File: config.mk
export PLATFORM = sky130hd
export DESIGN_NAME = tsbs_ctrl
export DESIGN_NICKNAME = d
export VERILOG_FILES = /design/src/rtl/tsbs_pkg.sv /design/src/rtl/tsbs_ctrl.sv
export SDC_FILE = /design/constraint.sdc
export NUM_CORES = 1
export LEC_CHECK = 0
export ABC_AREA = 1
export BUFFER_PORTS_ARGS = -buffer_cell sky130_fd_sc_hd__buf_4
export CORE_AREA = 2 2 39 41
export CTS_CLUSTER_SIZE = 24
export DETAILED_ROUTE_END_ITERATION = 12
export DIE_AREA = 0 0 41 43
export GPL_ROUTABILITY_DRIVEN = 0
export PLACE_DENSITY = 0.76
export SETUP_SLACK_MARGIN = 0.5
export SYNTH_ARGS = -nofsm -noshare
export SYNTH_HDL_FRONTEND = slang
export SYNTH_SLANG_ARGS = --single-unit
File: constraint.sdc
create_clock -name aclk -period 1.2 [get_ports aclk]
set_input_delay 0.12 -clock aclk [delete_from_list [all_inputs] [get_ports aclk]]
set_output_delay 0.12 -clock aclk [all_outputs]
set_load 0.05 [all_outputs]
File: src/rtl/tsbs_pkg.sv
`default_nettype none
// ----------------------------------------------------------------------------
// Timestamp table search package
// Sizes, word layouts, codes and controller/datapath interface types.
// ----------------------------------------------------------------------------
package tsbs_pkg;

    // table geometry
    localparam int TABLE_DEPTH = 4096;
    localparam int NUM_SENSORS = 8;
    localparam int IDX_W       = $clog2(TABLE_DEPTH);
    localparam int CNT_W       = $clog2(TABLE_DEPTH + 1);
    localparam int SENS_AW     = (NUM_SENSORS > 1) ? $clog2(NUM_SENSORS) : 1;
    localparam int CNT_ENTRIES = 1 << SENS_AW;
    localparam int RAM_DEPTH   = CNT_ENTRIES * TABLE_DEPTH;

    // field widths
    localparam int KIND_W   = 2;
    localparam int SENSOR_W = 3;
    localparam int TIME_W   = 44;
    localparam int POS_W    = 12;
    localparam int AFTER_W  = 13;
    localparam int LIMIT_W  = 13;
    localparam logic [LIMIT_W-1:0] LIMIT_RESET = 13'd200;

    // input word layout
    localparam int S_TDATA_W    = 48;
    localparam int S_SENSOR_LSB = 0;
    localparam int S_TIME_LSB   = S_SENSOR_LSB + SENSOR_W;

    // result word layout
    localparam int M_TDATA_W   = 32;
    localparam int M_FOUND_BIT = 0;
    localparam int M_POS_LSB   = 1;
    localparam int M_AFTER_LSB = M_POS_LSB + POS_W;
    localparam int M_FULL_BIT  = M_AFTER_LSB + AFTER_W;
    localparam int M_PAD_W     = M_TDATA_W - M_FULL_BIT - 1;

    // item kinds
    typedef enum logic [KIND_W-1:0] {
        KIND_APPEND = 2'd0,
        KIND_SEARCH = 2'd1,
        KIND_CLEAR  = 2'd2
    } kind_t;

    // controller states
    typedef enum logic [2:0] {
        ST_IDLE,
        ST_DECODE,
        ST_CHK_FIRST,
        ST_CHK_LAST,
        ST_PROBE,
        ST_COMPARE,
        ST_FINISH
    } state_t;

    // memory address source
    typedef enum logic [1:0] {
        ADDR_FIRST,
        ADDR_LAST,
        ADDR_MID,
        ADDR_APPEND
    } addr_sel_t;

    // result register update
    typedef enum logic [2:0] {
        RES_KEEP,
        RES_NONE,
        RES_HIT_FIRST,
        RES_HIT_MID,
        RES_FULL
    } res_op_t;

    typedef struct packed {
        logic      load_item;
        logic      ram_rd;
        addr_sel_t addr_sel;
        logic      do_append;
        logic      do_clear;
        logic      init_range;
        logic      set_mid;
        logic      step;
        res_op_t   res_op;
        logic      out_load;
    } ctrl_cmd_t;

    typedef struct packed {
        kind_t kind;
        logic  sensor_ok;
        logic  time_zero;
        logic  cnt_le1;
        logic  tbl_full;
        logic  range_ok;
        logic  data_ge;
        logic  data_eq;
    } dp_status_t;

endpackage
`default_nettype wire

File: src/rtl/tsbs_ctrl.sv
`default_nettype none
// ----------------------------------------------------------------------------
// Timestamp table search - controller
// Sequences append, clear and the halving search, and owns the output valid.
// ----------------------------------------------------------------------------
module tsbs_ctrl
    import tsbs_pkg::*;
(
    input  wire logic       aclk,
    input  wire logic       aresetn,
    input  wire logic       s_tvalid,
    output logic            s_tready,
    output logic            m_tvalid,
    input  wire logic       m_tready,
    input  wire dp_status_t status,
    output ctrl_cmd_t       cmd
);

    state_t state_reg;
    state_t state_next;
    logic   out_valid_reg;
    logic   out_valid_next;

    // state register
    always_ff @(posedge aclk) begin
        if (!aresetn) begin
            state_reg <= ST_IDLE;
        end else begin
            state_reg <= state_next;
        end
    end

    // next state
    always_comb begin
        state_next = state_reg;
        case (state_reg)
            ST_IDLE: begin
                if (s_tvalid) begin
                    state_next = ST_DECODE;
                end
            end
            ST_DECODE: begin
                if (status.sensor_ok && status.kind == KIND_SEARCH &&
                    !status.time_zero && !status.cnt_le1) begin
                    state_next = ST_CHK_FIRST;
                end else begin
                    state_next = ST_FINISH;
                end
            end
            ST_CHK_FIRST: begin
                state_next = status.data_ge ? ST_FINISH : ST_CHK_LAST;
            end
            ST_CHK_LAST: begin
                state_next = status.data_ge ? ST_PROBE : ST_FINISH;
            end
            ST_PROBE: begin
                state_next = status.range_ok ? ST_COMPARE : ST_FINISH;
            end
            ST_COMPARE: begin
                state_next = status.data_eq ? ST_FINISH : ST_PROBE;
            end
            ST_FINISH: begin
                if (!out_valid_reg || m_tready) begin
                    state_next = ST_IDLE;
                end
            end
            default: begin
                state_next = ST_IDLE;
            end
        endcase
    end

    // commands to the datapath
    always_comb begin
        cmd      = '0;
        s_tready = 1'b0;
        case (state_reg)
            ST_IDLE: begin
                s_tready      = 1'b1;
                cmd.load_item = s_tvalid;
            end
            ST_DECODE: begin
                cmd.res_op = RES_NONE;
                if (status.sensor_ok) begin
                    case (status.kind)
                        KIND_APPEND: begin
                            if (status.tbl_full) begin
                                cmd.res_op = RES_FULL;
                            end else begin
                                cmd.do_append = 1'b1;
                                cmd.addr_sel  = ADDR_APPEND;
                            end
                        end
                        KIND_CLEAR: begin
                            cmd.do_clear = 1'b1;
                        end
                        KIND_SEARCH: begin
                            if (status.time_zero) begin
                                cmd.res_op = RES_HIT_FIRST;
                            end else if (!status.cnt_le1) begin
                                cmd.ram_rd   = 1'b1;
                                cmd.addr_sel = ADDR_FIRST;
                            end
                        end
                        default: begin
                            cmd.res_op = RES_NONE;
                        end
                    endcase
                end
            end
            ST_CHK_FIRST: begin
                if (status.data_ge) begin
                    cmd.res_op = RES_HIT_FIRST;
                end else begin
                    cmd.ram_rd   = 1'b1;
                    cmd.addr_sel = ADDR_LAST;
                end
            end
            ST_CHK_LAST: begin
                if (status.data_ge) begin
                    cmd.init_range = 1'b1;
                end else begin
                    cmd.res_op = RES_NONE;
                end
            end
            ST_PROBE: begin
                if (status.range_ok) begin
                    cmd.ram_rd   = 1'b1;
                    cmd.addr_sel = ADDR_MID;
                    cmd.set_mid  = 1'b1;
                end else begin
                    cmd.res_op = RES_NONE;
                end
            end
            ST_COMPARE: begin
                if (status.data_eq) begin
                    cmd.res_op = RES_HIT_MID;
                end else begin
                    cmd.step = 1'b1;
                end
            end
            ST_FINISH: begin
                cmd.out_load = !out_valid_reg || m_tready;
            end
            default: begin
                cmd = '0;
            end
        endcase
    end

    // result word valid
    always_comb begin
        out_valid_next = out_valid_reg;
        if (cmd.out_load) begin
            out_valid_next = 1'b1;
        end else if (m_tready) begin
            out_valid_next = 1'b0;
        end
    end

    always_ff @(posedge aclk) begin
        if (!aresetn) begin
            out_valid_reg <= 1'b0;
        end else begin
            out_valid_reg <= out_valid_next;
        end
    end

    assign m_tvalid = out_valid_reg;

endmodule
`default_nettype wire

### Yosys cells after proc, flatten, opt, wreduce, memory -nomap -nowiden

Cells that the tools add are included.

| storage, ports and cells | value |
|---|---|
| word-level logic and storage cells | 63 |
| output and inout bits | 15 |
| input port bits | 13 |
| bits in registers | 4 |

| operators by class | value |
|---|---|
| reductions and logical operators | 11 |
| multiplexer cells | 40 |
| equality and inequality tests | 10 |

Operator list:

| cell | count |
|---|---|
| 3-bit 2-to-1 mux | 11 |
| 3-bit case mux with 7 select lines | 1 |
| 1-bit 2-to-1 mux | 16 |
| 3-bit case mux with 5 select lines | 1 |
| 2-bit 2-to-1 mux | 7 |
| 3-bit equality test, second input constant | 3 |
| 3-bit case mux with 3 select lines | 1 |
| 3-bit by 2-bit equality test with 1-bit output, second input constant | 2 |
| 3-bit case mux with 2 select lines | 1 |
| 5-bit 2-to-1 mux | 1 |
| 2-bit != test, second input constant | 2 |
| 2-bit case mux with 2 select lines | 1 |
| 3-bit by 1-bit equality test with 1-bit output, second input constant | 1 |
| 1-bit logical AND | 3 |
| 1-bit zero test | 3 |
| 3-bit zero test | 1 |
| 2-bit by 1-bit equality test with 1-bit output, second input constant | 1 |
| 2-bit equality test, second input constant | 1 |
| 2-bit zero test | 1 |
| 2-bit AND reduction | 1 |
| 2-bit nonzero test | 1 |
| 1-bit logical OR | 1 |

### Logic depth before layout (Yosys ltp)

| logic depth | value |
|---|---|
| word-level depth | 6 |
| mapped depth | 8 |
| gate-level depth less buffers | 7 |

### Worst setup path before layout

OpenSTA, ideal clock, no wires.

| timing | value |
|---|---|
| path type | register to output |
| from | register state_reg[2] |
| to | output cmd[4] (netlist name) |
| cell stages (with the launch flop) | 4 |
| path buffers | 1 |
| data arrival time | 2.026 ns |
| data required time | 1.080 ns |
| setup slack | -0.946 ns |
| path through | dfxtp_1 > buf_6 > inv_6 > nor4_1 |

RTL lines:

| element | line | text |
|---|---|---|
| from (decl) | tsbs_ctrl.sv:19 | `state_t state_reg;` |
| from (signal assigned) | tsbs_ctrl.sv:29 | `state_reg <= state_next;` |
| to (decl) | tsbs_ctrl.sv:16 | `output ctrl_cmd_t cmd` |

==> results.yml <==
run_status:
  status: "complete, but fails checks"
  failed_checks: "negative setup slack"
setup_path:
  worstSetupPathType: "reg -> out"
  cp_max_fo: 7
  r2r-start: "state_reg[2]"
  worstPathRequired_ns: 1.08
  worstPathCellList: "clkinv_4 > nand2_2 > nor2_2 > nand2_2 > o211ai_1 > buf_4"
  cp-end-kind: "output pin"
  reg2reg_depth: 8
  crit_family: "flip-flops"
  crit_buf_inv: 2
  r2r_end: "state_reg[0]"
  cp-start-kind: "flop"
  cpMaxStageDelayCell: "dfxtp_4"
  cp_data_arrival_time_ns: 1.36
  worstSetupStartpoint: "state_reg[2]"
  reg2reg_setup_slack_ns: -0.15
  cpMostUsedCell: "nand2_2"
  slowest_delay_ns: 0.38
  cp.depth: 6
sta:
  rsz0062_at_grt: "true"
  final_hold_viol_count: 0
  slew_headroom_pct: 85.6
  finalSetupTns_ns: -3.24
  fin_skew_ns: 0.00501
  fmax_mhz: 675
  layout_min_cycle_time_ns: 1.48
  setup_viol: 17
  slew_violations: 0
  fin_ws_ns: -0.282
  fin_crit_sh_pct: 124
  worst_pin_slew_ns: 0.214
clock_tree:
  cts_made_buffers: 3
  cts.htree.levels: 1
  cts.clk_slew.worst_paths_ns: 0.04
  cts_tree: "built"
  cts.sinks: 4
  root_buffer: "clkbuf_4"
  cts_buffer_depth: 2
  clk_latency_ns: 0.24
die:
  dieWidth_um: 41
  fp.dieH_um: 43
  die_area_um2: 1760
  floorplan.initialDensity_pct: 34.4
  pin_count: 28
  placementRows: 14
  core-area_um2: 1380
yosys:
  synth_area_um2: 477
  synth_top_cell_by_area: "dfxtp_1"
  synth_fp_nets: 98
  synth-seq-area-share_pct: 16.8
  syn_avg_cell_area_um2: 5.74
  ys_ff_latch: 4
  synth_area_leaders: "dfxtp_1 17%, nand2_1 17%, nor2_1 11%, inv_1 8.7%, a21oi_1 5.2%"
  synth_flop_cell: "dfxtp_1"
  synth_top_area_share_pct: 16.8
  syn_inst: 83
  async_flop_share_pct: 0
  synth_edf_count: 0
  synth_cell_types: 21
  yosys_warnings: 0
global_route:
  grt_antenna_before_repair: 0
  grt_pass1_wl_mm: 2.79
  grt_overflow: 0
  grt_max_degree: 8
  grt_pass1_vias: 695
  grtUsageTotal_pct: 23.7
power_and_ir_drop:
  ir_worst_vdd_mv: 1.25
  switching_share_pct: 52.6
  fin_total_pwr_w: 0.00252
  p_sw_w: 0.00133
  combinationalPowerShare_pct: 79.7
  power_frac_seq_pct: 13.4
  p_int_w: 0.00120
  pwr-share-clk_pct: 6.8
  pwr_density_cell_nw_per_um2: 2290
  p_leak_nw: 0.505
place:
  dp.cells: 136
  port_buffers: 27
  place_hpwl_mm: 1.29
final_layout:
  fillCellCount: 95
  fin_nets: 145
  final_core_util_pct: 79.7
  antenna_cells: 0
  final_cell_mix: "28 x buf_4, 15 x nand2_1, 12 x buf_6"
  layout_commonest_cell: "buf_4"
  drive_above_1_share_pct: 67.2
  final_cells: 144
  area_growth_pct: 131
  largest_register_ffs: 3
detailed_routing:
  firstDrtPassIters: 4
  drc: 0
  ant_nets: 0
  via_per_inst: 4.92
  wire_per_inst_um: 12.4
  vias: 708
  drt-total-wl_mm: 1.79
  drt_iter0_drc: 16
worst_hold_path:
  hold_end: "state_reg[0]"
  hp-class: "in -> reg"
  min_from: "aresetn"
  holdPathStages: 3
flow_run:
  drv_cap: 0
through the flow:
step	setup WS [ns]	area (µm²)	hold slack (ns)
floorplan	-0.359	581	0.280
global placement	-0.0814	871	0.390
detailed placement	-0.177	871	0.396
CTS	-0.273	1070	0.146
global route	-0.320	1100	0.189
finish	-0.282	1100	0.156
cell usage after synthesis, drive strengths merged (2+ instances only):
| cell | n |
|---|---|
| nand2 | 21 |
| nor3 | 2 |
| nand4 | 2 |
| buf | 3 |
| ha | 2 |
| nor2 | 16 |
| nor4 | 2 |
| dfxtp | 4 |
| o21ai | 4 |
| a21oi | 5 |
| nand3 | 7 |
| inv | 13 |
power groups by stage:
stage          clock network, W  registers (W)  logic (W)
2_1_floorplan                 0       0.000260    0.00112
3_3_place_gp                  0       0.000288    0.00158
3_5_place_dp                  0       0.000294    0.00163
4_1_cts                0.000175       0.000333    0.00197
5_1_grt                0.000183       0.000352    0.00213
6_report               0.000172       0.000339    0.00201
layer usage:
metal | wire length (µm) | track usage, %
met1 | 664 | 27.2
met4 | 74 | 16.0
met2 | 946 | 36.6
met3 | 104 | 5.76
met5 | 0 | 0
worst min-delay path, cell delays in order:
cell and delay [ns]:
buf_4 0.08, inv_1 0.06, nor2_1 0.10
layout make-up:
type / instances / area, µm² / share of cell area [%]
timing repair buffer: 45 / 420 / 38.1
clock buffer: 3 / 22.5 / 2.04
multi-input combinational: 63 / 478 / 43.3
sequential: 4 / 95.1 / 8.62
tap: 16 / 20.0 / 1.81
inverter: 13 / 67.6 / 6.12
cell families after synthesis:
logic type	share of synthesized area (%)
AOI/OAI and AO/OA	12.6
adders and majority gates	5.25
buffers and inverters	16.8
DFF	16.8
and+or+nand+nor	48.6
repair_timing:
action | in CTS | in global routing
pin swaps | 5 | 4
endpoints found under the setup margin | 19 | 19
gates resized for setup | 41 | 5
endpoints found under the hold margin | 0 | 0
hold buffers | 0 | 0
buffers inserted | 3 | 2
cloned | 0 | 0
worst max-delay path by stage:
stage                    to  slack [ns]
finish              cmd[11]       -0.28
floorplan           cmd[11]       -0.36
global route        cmd[11]       -0.32
detailed placement   cmd[1]       -0.18
CTS                  cmd[1]       -0.27
global placement     cmd[1]       -0.08
(Power assumes the default switching activity.)
